$ cat config.mk
export PLATFORM = sky130hd
export DESIGN_NAME = multi_slot_countdown_timer_top
export DESIGN_NICKNAME = d
export VERILOG_FILES = /design/src/sv/mscdt_pkg.sv /design/src/sv/mscdt_ctrl.sv /design/src/sv/mscdt_dp.sv /design/src/sv/multi_slot_countdown_timer_top.sv
export SDC_FILE = /design/constraint.sdc
export NUM_CORES = 2
export LEC_CHECK = 0
export BUFFER_PORTS_ARGS = -buffer_cell sky130_fd_sc_hd__buf_2
export CORE_MARGIN = 10
export CORE_UTILIZATION = 56
export DETAILED_ROUTE_END_ITERATION = 10
export PLACE_DENSITY_LB_ADDON = 0.2
export SETUP_SLACK_MARGIN = 0.15
export SYNTH_ARGS = -nofsm -noshare
export SYNTH_HDL_FRONTEND = slang
export SYNTH_HIERARCHICAL = 1
export SYNTH_SLANG_ARGS = --single-unit
$ cat constraint.sdc
create_clock -name clk -period 6.91 [get_ports clk]
set_clock_uncertainty 0.2 [all_clocks]
set_input_delay 0.691 -clock clk [delete_from_list [all_inputs] [get_ports clk]]
set_output_delay 0.691 -clock clk [all_outputs]
set_load 0.005 [all_outputs]
$ cat src/sv/mscdt_pkg.sv
// ----------------------------------------------------------------------------
// mscdt_pkg: shared definitions for the multi-slot countdown timer
// Operation codes, field widths, controller states and the command and
// status bundles between the controller and the datapath.
// ----------------------------------------------------------------------------
`default_nettype none

package mscdt_pkg;

	localparam int SLOTS_DEF = 16;

	localparam int OP_W    = 3;
	localparam int SLOT_W  = 4;
	localparam int COUNT_W = 32;
	localparam int TAG_W   = 32;

	// Input word: operation, slot, reload, count, tag from the lowest bit up.
	localparam int IN_TDATA_W  = 72;
	// Output word: expired_slot, expired_tag, then zero padding.
	localparam int OUT_TDATA_W = 40;

	localparam logic [OP_W-1:0] OP_TICK   = 3'd0;
	localparam logic [OP_W-1:0] OP_CREATE = 3'd1;
	localparam logic [OP_W-1:0] OP_START  = 3'd2;
	localparam logic [OP_W-1:0] OP_MODIFY = 3'd3;
	localparam logic [OP_W-1:0] OP_CLOSE  = 3'd4;

	typedef enum logic [1:0] {
		ST_IDLE,
		ST_WALK,
		ST_FLUSH
	} state_t;

	// Controller to datapath.
	typedef struct packed {
		logic apply_op;    // apply a non-tick operation from the input word
		logic walk_start;  // tick accepted: issue the read of slot 0
		logic walk_step;   // commit the slot under evaluation, move on
		logic flush_push;  // hand the held expiry on as the final one
	} cmd_t;

	// Datapath to controller.
	typedef struct packed {
		logic step_ok;     // the slot under evaluation can commit now
		logic at_end;      // the slot under evaluation is the last one
		logic pend_vld;    // an expiry is held back, waiting for its last flag
		logic out_free;    // the output register can take a word this cycle
	} stat_t;

endpackage

`default_nettype wire

$ cat src/sv/mscdt_ctrl.sv
// ----------------------------------------------------------------------------
// mscdt_ctrl: sequencing controller
// Accepts input words, launches the slot walk of a tick and closes it off.
// ----------------------------------------------------------------------------
`default_nettype none

module mscdt_ctrl (
	input  wire                          clk,
	input  wire                          arst_n,
	input  wire                          s_tvalid,
	output logic                         s_tready,
	input  wire  [mscdt_pkg::OP_W-1:0]   op,
	input  mscdt_pkg::stat_t             stat,
	output mscdt_pkg::cmd_t              cmd
);
	import mscdt_pkg::*;

	state_t state_q;
	state_t state_nxt;
	logic   accept;

	assign accept = s_tvalid && (state_q == ST_IDLE);

	always_ff @(posedge clk or negedge arst_n) begin
		if (!arst_n) begin
			state_q <= ST_IDLE;
		end else begin
			state_q <= state_nxt;
		end
	end

	always_comb begin
		state_nxt = state_q;
		unique case (state_q)
			ST_IDLE: begin
				if (accept && (op == OP_TICK)) begin
					state_nxt = ST_WALK;
				end
			end
			ST_WALK: begin
				if (stat.step_ok && stat.at_end) begin
					state_nxt = ST_FLUSH;
				end
			end
			ST_FLUSH: begin
				if (!stat.pend_vld || stat.out_free) begin
					state_nxt = ST_IDLE;
				end
			end
			default: begin
				state_nxt = ST_IDLE;
			end
		endcase
	end

	always_comb begin
		s_tready       = 1'b0;
		cmd            = '0;
		unique case (state_q)
			ST_IDLE: begin
				s_tready       = 1'b1;
				cmd.walk_start = accept && (op == OP_TICK);
				cmd.apply_op   = accept && (op != OP_TICK);
			end
			ST_WALK: begin
				cmd.walk_step = stat.step_ok;
			end
			ST_FLUSH: begin
				cmd.flush_push = stat.pend_vld && stat.out_free;
			end
			default: begin
				s_tready = 1'b0;
			end
		endcase
	end

`ifndef SYNTHESIS
	// A walk always ends in the flush state before new words are taken.
	assert property (@(posedge clk) disable iff (!arst_n)
		(state_q == ST_WALK) && stat.step_ok && stat.at_end |=> (state_q == ST_FLUSH))
		else $error("walk did not end in flush");

	// The flush state never lasts beyond the moment the held expiry can go.
	assert property (@(posedge clk) disable iff (!arst_n)
		(state_q == ST_FLUSH) && (!stat.pend_vld || stat.out_free) |=> (state_q == ST_IDLE))
		else $error("flush did not return to idle");

	// No word is taken while a walk is under way.
	assert property (@(posedge clk) disable iff (!arst_n)
		(state_q == ST_WALK) |-> !s_tready)
		else $error("input ready during walk");
`endif

endmodule

`default_nettype wire

$ cat src/sv/mscdt_dp.sv
// ----------------------------------------------------------------------------
// mscdt_dp: timer table datapath
// Slot flags, count, period and tag stores, the countdown unit (one slot a
// cycle unless stalled), the held-back expiry and the output register.
// ----------------------------------------------------------------------------
`default_nettype none

module mscdt_dp #(
	parameter int SLOTS = mscdt_pkg::SLOTS_DEF
) (
	input  wire                              clk,
	input  wire                              arst_n,
	input  mscdt_pkg::cmd_t                  cmd,
	output mscdt_pkg::stat_t                 stat,
	input  wire  [mscdt_pkg::OP_W-1:0]       op,
	input  wire  [mscdt_pkg::SLOT_W-1:0]     slot,
	input  wire                              reload,
	input  wire  [mscdt_pkg::COUNT_W-1:0]    count,
	input  wire  [mscdt_pkg::TAG_W-1:0]      tag,
	output logic                             out_vld,
	input  wire                              out_rdy,
	output logic [mscdt_pkg::SLOT_W-1:0]     expired_slot,
	output logic [mscdt_pkg::TAG_W-1:0]      expired_tag,
	output logic                             last
);
	import mscdt_pkg::*;

	localparam int IW = (SLOTS > 1) ? $clog2(SLOTS) : 1;

	// Count, period and tag stores: one write port, one registered read port.
	logic [COUNT_W-1:0] rem_mem [SLOTS];
	logic [COUNT_W-1:0] per_mem [SLOTS];
	logic [TAG_W-1:0]   tag_mem [SLOTS];

	logic [SLOTS-1:0] in_use_q;
	logic [SLOTS-1:0] armed_q;
	logic [SLOTS-1:0] periodic_q;

	logic [IW-1:0]      idx_q;
	logic [IW-1:0]      rd_addr;
	logic               rd_en;
	logic [COUNT_W-1:0] rem_rd_q;
	logic [COUNT_W-1:0] per_rd_q;
	logic [TAG_W-1:0]   tag_rd_q;

	logic               pend_vld_q;
	logic [SLOT_W-1:0]  pend_slot_q;
	logic [TAG_W-1:0]   pend_tag_q;

	logic               out_vld_q;
	logic [SLOT_W-1:0]  out_slot_q;
	logic [TAG_W-1:0]   out_tag_q;
	logic               out_last_q;

	logic [IW-1:0]      op_addr;
	logic               slot_ok;
	logic               at_end;
	logic               active;
	logic [COUNT_W-1:0] dec;
	logic               expire;
	logic               out_free;
	logic               step_push;
	logic               rem_we;
	logic [IW-1:0]      rem_wa;
	logic [COUNT_W-1:0] rem_wd;
	logic [SLOTS-1:0]   in_use_cl;

	assign op_addr = IW'(slot);
	assign slot_ok = ({28'd0, slot} < 32'(SLOTS));
	assign at_end  = (idx_q == IW'(SLOTS - 1));

	// Countdown of the slot under evaluation.
	assign active = in_use_q[idx_q] && armed_q[idx_q];
	assign dec    = rem_rd_q - COUNT_W'(1);
	assign expire = active && (dec == '0);

	assign out_free  = !out_vld_q || out_rdy;
	assign step_push = cmd.walk_step && expire && pend_vld_q;

	assign stat.step_ok  = !(expire && pend_vld_q && !out_free);
	assign stat.at_end   = at_end;
	assign stat.pend_vld = pend_vld_q;
	assign stat.out_free = out_free;

	// Read the slot after the one now under evaluation; slot 0 on a walk start or last step.
	always_comb begin
		rd_en   = cmd.walk_start || cmd.walk_step;
		rd_addr = '0;
		if (cmd.walk_step && !at_end) begin
			rd_addr = idx_q + IW'(1);
		end
	end

	// Write port of the count store: operations in idle, countdown in a walk.
	always_comb begin
		rem_we = 1'b0;
		rem_wa = op_addr;
		rem_wd = count;
		if (cmd.apply_op && slot_ok && (op == OP_CREATE)) begin
			rem_we = 1'b1;
		end else if (cmd.apply_op && slot_ok && (op == OP_MODIFY)) begin
			rem_we = 1'b1;
			rem_wd = count + COUNT_W'(1);
		end else if (cmd.walk_step && active) begin
			rem_we = 1'b1;
			rem_wa = idx_q;
			rem_wd = (expire && periodic_q[idx_q]) ? per_rd_q : dec;
		end
	end

	always_ff @(posedge clk) begin
		if (rem_we) begin
			rem_mem[rem_wa] <= rem_wd;
		end
		if (cmd.apply_op && slot_ok && (op == OP_CREATE)) begin
			per_mem[op_addr] <= count;
			tag_mem[op_addr] <= tag;
		end
		if (rd_en) begin
			rem_rd_q <= rem_mem[rd_addr];
			per_rd_q <= per_mem[rd_addr];
			tag_rd_q <= tag_mem[rd_addr];
		end
	end

	always_comb begin
		in_use_cl          = in_use_q;
		in_use_cl[op_addr] = 1'b0;
	end

	// Slot flags.
	always_ff @(posedge clk or negedge arst_n) begin
		if (!arst_n) begin
			in_use_q   <= '0;
			armed_q    <= '0;
			periodic_q <= '0;
		end else if (cmd.apply_op && slot_ok) begin
			unique case (op)
				OP_CREATE: begin
					periodic_q[op_addr] <= reload;
					armed_q[op_addr]    <= 1'b0;
					in_use_q[op_addr]   <= 1'b1;
				end
				OP_START: begin
					armed_q[op_addr] <= 1'b1;
				end
				OP_MODIFY: begin
					in_use_q[op_addr] <= 1'b1;
				end
				OP_CLOSE: begin
					in_use_q <= in_use_cl;
					armed_q  <= armed_q & in_use_cl;
				end
				default: begin
					in_use_q <= in_use_q;
				end
			endcase
		end else if (cmd.walk_step && expire && !periodic_q[idx_q]) begin
			in_use_q[idx_q] <= 1'b0;
		end
	end

	// Walk index: the slot whose data sits in the read registers.
	always_ff @(posedge clk or negedge arst_n) begin
		if (!arst_n) begin
			idx_q <= '0;
		end else if (cmd.walk_start) begin
			idx_q <= '0;
		end else if (cmd.walk_step) begin
			idx_q <= rd_addr;
		end
	end

	// One expiry is held back until the next one, or the walk end, settles last.
	always_ff @(posedge clk or negedge arst_n) begin
		if (!arst_n) begin
			pend_vld_q <= 1'b0;
		end else if (cmd.walk_step && expire) begin
			pend_vld_q <= 1'b1;
		end else if (cmd.flush_push) begin
			pend_vld_q <= 1'b0;
		end
	end

	always_ff @(posedge clk) begin
		if (cmd.walk_step && expire) begin
			pend_slot_q <= SLOT_W'(idx_q);
			pend_tag_q  <= tag_rd_q;
		end
	end

	// Output register.
	always_ff @(posedge clk or negedge arst_n) begin
		if (!arst_n) begin
			out_vld_q <= 1'b0;
		end else if (step_push || cmd.flush_push) begin
			out_vld_q <= 1'b1;
		end else if (out_rdy) begin
			out_vld_q <= 1'b0;
		end
	end

	always_ff @(posedge clk) begin
		if (step_push || cmd.flush_push) begin
			out_slot_q <= pend_slot_q;
			out_tag_q  <= pend_tag_q;
			out_last_q <= cmd.flush_push;
		end
	end

	assign out_vld      = out_vld_q;
	assign expired_slot = out_slot_q;
	assign expired_tag  = out_tag_q;
	assign last         = out_last_q;

`ifndef SYNTHESIS
	// A word is never loaded over one that has not been taken.
	assert property (@(posedge clk) disable iff (!arst_n)
		(step_push || cmd.flush_push) |-> out_free)
		else $error("output register overwritten");

	// The closing push only happens with an expiry held back.
	assert property (@(posedge clk) disable iff (!arst_n)
		cmd.flush_push |-> pend_vld_q)
		else $error("flush without held expiry");

	// After the closing push nothing is left held back.
	assert property (@(posedge clk) disable iff (!arst_n)
		cmd.flush_push |=> !pend_vld_q)
		else $error("held expiry survived the flush");

	// Operations and walk steps never share a cycle.
	assert property (@(posedge clk) disable iff (!arst_n)
		!(cmd.apply_op && (cmd.walk_step || cmd.walk_start || cmd.flush_push)))
		else $error("operation during walk");
`endif

endmodule

`default_nettype wire

$ cat src/sv/multi_slot_countdown_timer_top.sv
// ----------------------------------------------------------------------------
// multi_slot_countdown_timer_top: table of countdown timers
// Create, start, modify and close timer slots; a tick counts every running
// slot down and reports the slots that reach zero.
// ----------------------------------------------------------------------------
//
//  Channel   Direction  Word contents (lowest bit first)
//  s_*       in         operation[3], slot[4], reload[1], count[32], tag[32]
//  m_*       out        expired_slot[4], expired_tag[32], pad[4]; m_tlast = last
//
// A create, start, modify or close word is applied as it is accepted. A tick
// is accepted with the read of slot 0, walks every slot through the single
// countdown unit and ends in a closing step that hands on the final expiry.
// The count, period and tag stores have one read port each, which sets the
// rate of one slot per cycle. A stalled output holds the walk when a second
// expiry needs the output register while it is still full, and holds the
// closing step until the register is free. Reset clears the slot flags; the
// stores are not cleared and no clearing pass runs after reset.
// ----------------------------------------------------------------------------
`default_nettype none

module multi_slot_countdown_timer_top #(
	parameter int SLOTS = mscdt_pkg::SLOTS_DEF
) (
	input  wire                                  clk,
	input  wire                                  arst_n,
	input  wire                                  s_tvalid,
	output logic                                 s_tready,
	// operation[2:0], slot[6:3], reload[7], count[39:8], tag[71:40]
	input  wire  [mscdt_pkg::IN_TDATA_W-1:0]     s_tdata,
	output logic                                 m_tvalid,
	input  wire                                  m_tready,
	// expired_slot[3:0], expired_tag[35:4], zero padding[39:36]
	output logic [mscdt_pkg::OUT_TDATA_W-1:0]    m_tdata,
	output logic                                 m_tlast
);
	import mscdt_pkg::*;

	cmd_t               cmd;
	stat_t              stat;
	logic [OP_W-1:0]    op;
	logic [SLOT_W-1:0]  slot;
	logic               reload;
	logic [COUNT_W-1:0] count;
	logic [TAG_W-1:0]   tag;
	logic [SLOT_W-1:0]  expired_slot;
	logic [TAG_W-1:0]   expired_tag;

	// Unpack the input word.
	assign op     = s_tdata[2:0];
	assign slot   = s_tdata[6:3];
	assign reload = s_tdata[7];
	assign count  = s_tdata[39:8];
	assign tag    = s_tdata[71:40];

	// The controller takes words only when idle and steps the slot walk.
	mscdt_ctrl u_ctrl (
		.clk      (clk),
		.arst_n   (arst_n),
		.s_tvalid (s_tvalid),
		.s_tready (s_tready),
		.op       (op),
		.stat     (stat),
		.cmd      (cmd)
	);

	// The datapath holds the table, the countdown unit and the output register.
	mscdt_dp #(
		.SLOTS (SLOTS)
	) u_dp (
		.clk          (clk),
		.arst_n       (arst_n),
		.cmd          (cmd),
		.stat         (stat),
		.op           (op),
		.slot         (slot),
		.reload       (reload),
		.count        (count),
		.tag          (tag),
		.out_vld      (m_tvalid),
		.out_rdy      (m_tready),
		.expired_slot (expired_slot),
		.expired_tag  (expired_tag),
		.last         (m_tlast)
	);

	// Pack the output word, padded with zeros to whole bytes.
	assign m_tdata = {4'd0, expired_tag, expired_slot};

endmodule

`default_nettype wire

==> summary.md <==
| Metric | Value |
|---|---|
| Fmax | `160.7 MHz` |
| # IOs | `119` |
| Register area | `52600 sq um` |
| Initial antenna violation count | `23` |
| Multi-input logic area | `14710 sq um` |
| Setup TNS | `0 ns` |
| Flops & latches, synth | `approximately 1.8k` |
| Core Region | `about 120000 sq um` |
| Final GP Congestion | `approximately 0.93` |
| Setup ws final | `0.6878 ns` |
| Row count | `127` |
| EDFF count, synth | `1705` |
| Max IR drop VDD | `0.0003766 V` |
| Hpwl dp | `roughly 94000 um` |
| Critical-path maximum fanout | `20` |
| Filler Cell Count | `8030` |
| Power per cell area | `409.2 nW/um^2` |
| CTS buffer count | `170` |
| Flop2flop setup slack | `0.69 ns` |
| Drt pass-1 iters | `6` |
| Gr usage total | `0.2474` |
| Final ANT Viol Nets | `0` |
| Layout cell share with drive strength beyond 1 | `0.2223` |
| Vias | `roughly 37k` |
| Max Cap Viol | `0` |
| RSZ-0062 raised after global routing | `false` |
| Area Growth Syn to Fin | `13.08%` |
| Critical-path top delay cell | `or4_4` |
| Starting density of the core | `0.5651` |
| Ys flop type | `edfxtp_1` |
| IO Port Bufs | `114` |
| Final Power | `about 31 mW` |
| Critical Path Most Common Cell | `buf_4` |
| Clk buf depth | `3` |
| Worst path bufs/invs | `3` |
| Reg-to-reg startpoint | `u_dp/rem_rd_q[16]` |
| Critical Path End | `u_dp/rem_mem[15][19]` |
| Type of the worst setup path | `flip-flop to flip-flop` |
| Syn. warnings | `6` |
| Period minus WS final | `6.222 ns` |
| Die H | `368.4 um` |
| Total congestion overflow | `0` |
| H-Tree Depth | `4` |
| DIE AREA | `135700 sq um` |
| Max-slew violations | `0` |
| Final setup fails | `0` |
| Routed WL | `169600 um` |
| Synth cell types | `75` |
| Worst path depth | `16` |
| Routed WL per cell | `31.04 um` |
| Largest net degree at the start of global routing | `119` |
| Lkg Pwr | `24.18 nW` |
| Delay-heaviest family, CP | `simple AND/OR/NAND/NOR gates` |
| Root buf cell | `clkbuf_16` |
| Drt drc | `0` |
| Max stage delay on crit path | `0.59 ns` |
| Reg2Reg Depth | `16` |
| Reg-to-reg endpoint | `u_dp/rem_mem[15][19]` |
| Arr. time, crit path | `around 6.5 ns` |
| First-pass GRT wire length | `248700 um` |
| Post-synthesis sequential area ratio | `0.7738` |
| Synthesized instance count | `3522` |
| Required time of the critical path | `7.15 ns` |
| CTS tree | `done` |
| Min-Delay Path Class | `input port to flip-flop` |
| Vias in the first global route | `between 30k and 40k` |
| Cell Count Post-Placement | `5136` |
| Place WS | `0.7399 ns` |
| Final core utilization | `0.6390` |
| CP startpoint kind | `flip-flop` |
| Clock Sinks | `1761` |
| Final Hold Fails | `0` |
| Mapped Area | `about 68000 sq um` |
| Worst slew pin tran | `1.297 ns` |
| Crit-path cells | `or4_4 > or2_1 > or3_4 > o31a_1 > or3_1 > nor3_1 > nand4b_1 > and2_1 > inv_1 > nor2_1 > nand2_1 > and3_1 > a21oi_1 > buf_4 > nor2_4 > buf_4` |
| Detailed Route Iter0 Violations | `around 5.0k` |
| CTS clk-pin slew, worst paths | `0.07 ns` |
| Die Span X | `368.4 um` |
| Outcome | `finished clean` |
| Worst slew margin relative to its limit | `0.1315` |
| Vias per cell | `6.775` |
| CP Launch Point | `u_dp/rem_rd_q[16]` |
| Syn avg cell area | `19.30 sq um` |
| Period utilisation layout | `0.9005` |
| CP endpoint kind | `flip-flop` |
| Worst skew pair latency | `0.80 ns` |
| Nets | `3781` |
| Asr flop ratio synth | `0.03180` |
| Postcts setup bufs | `0` |
| Non-filler cells, final | `5463` |
power by group:
group	switching [mW]	total (mW)	internal (mW)
Sequential	0.477	13.1	12.7
Combinational	5.11	9.10	3.99
Clock	3.92	9.22	5.29
Total	9.52	31.5	21.9
routing by layer:
layer,share of wire,track usage,vias to the layer above
met2,0.48,0.3847,1980
li1,-,-,15260
met4,0.028,0.07827,14
met5,0.00047,0,-
met1,0.40,0.3542,19420
met3,0.094,0.05088,336
synth_stat cells, types with 11 or more instances:
cell type	instances	share of area
inv_1	11	0.00061
buf_1	25	0.0014
a41oi_1	16	0.0021
o21ai_0	248	0.018
nand2_1	110	0.0061
a31oi_1	20	0.0018
nor4_1	17	0.0016
mux2_2	16	0.0027
dfrtp_1	56	0.021
o22ai_1	197	0.018
a21oi_1	26	0.0019
nand4_1	16	0.0015
clkbuf_1	188	0.010
xnor2_1	14	0.0018
a21o_1	17	0.0019
xor2_1	13	0.0017
and3_1	15	0.0014
o221ai_1	193	0.025
nor2_1	97	0.0054
edfxtp_1	1705	0.75
mux4_2	297	0.098
nor2b_1	12	0.0011
nor3_1	23	0.0017
a21boi_0	18	0.0020
nand3_1	29	0.0021
final cells by class:
type                       count  share of cell area
clock buffer                 197             0.05721
inverter                      12           0.0006836
multi-input combinational   1519              0.1913
clock inverter               115             0.01509
tap                         1612             0.02624
antenna                       13           0.0004232
timing repair buffer         234             0.02474
sequential                  1761              0.6843
registers in the layout, indices dropped and copies added, names as in the netlist, 32 cells and up, named ones only:
name,flops
u_dp/expired_tag,32
u_dp/pend_tag_q,32
u_dp/per_mem,512
u_dp/per_rd_q,32
u_dp/rem_mem,512
u_dp/rem_rd_q,32
u_dp/tag_mem,512
u_dp/tag_rd_q,32
per-stage QoR:
stage	hold WS [ns]	area (sq um)
after floorplan	0.1954	67990
after global placement	0.2032	71250
after detailed placement	0.2045	71250
after CTS	0.009227	76820
after global routing	0.04463	76840
final	0.05646	76870
how the worst min path moves through the flow:
stage | to | cells past startpoint | startpoint | slack (ns)
6_report | u_dp/tag_mem[3][15] | 1 | s_tdata[55] | 0.06
5_1_grt | u_dp/tag_mem[2][17] | 1 | s_tdata[57] | 0.04
4_1_cts | u_dp/tag_mem[11][25] | 1 | s_tdata[65] | 0.009
3_5_place_dp | u_dp/expired_tag[6] | 0 | u_dp/pend_tag_q[6] | 0.20
3_3_place_gp | u_dp/expired_tag[9] | 0 | u_dp/pend_tag_q[9] | 0.20
2_1_floorplan | u_ctrl/state_q[0] | 0 | arst_n | 0.20
repair_timing:
action | in CTS | in global routing
gates resized for setup | 0 | 2
endpoints found under the setup margin | 0 | 25
hold buffers | 2 | 0
endpoints found under the hold margin | 57 | 0
layout by cell type, fill, tap and decap left out, drive strengths merged, types with 56 or more instances in the layout:
cell type  instances
edfxtp          1705
mux4             297
o21ai            248
buf              232
o22ai            197
clkbuf           197
o221ai           193
nand2            110
nor2              98
clkinv            83
dfrtp             56
cell families (layout without fill, tap and decap cells):
logic type      count (synthesis)  in the layout  synth area share
flops                        1761           1761            0.7738
buf+inv                       245            558           0.01443
mux                           318            318            0.1018
simple gates                  381            381           0.02820
other cells                     1             17        0.00005517
compound gates                782            782           0.07696
fa+ha+maj                       7              7          0.001288
xor+xnor                       27             27          0.003479
(Power assumes the default switching activity.)
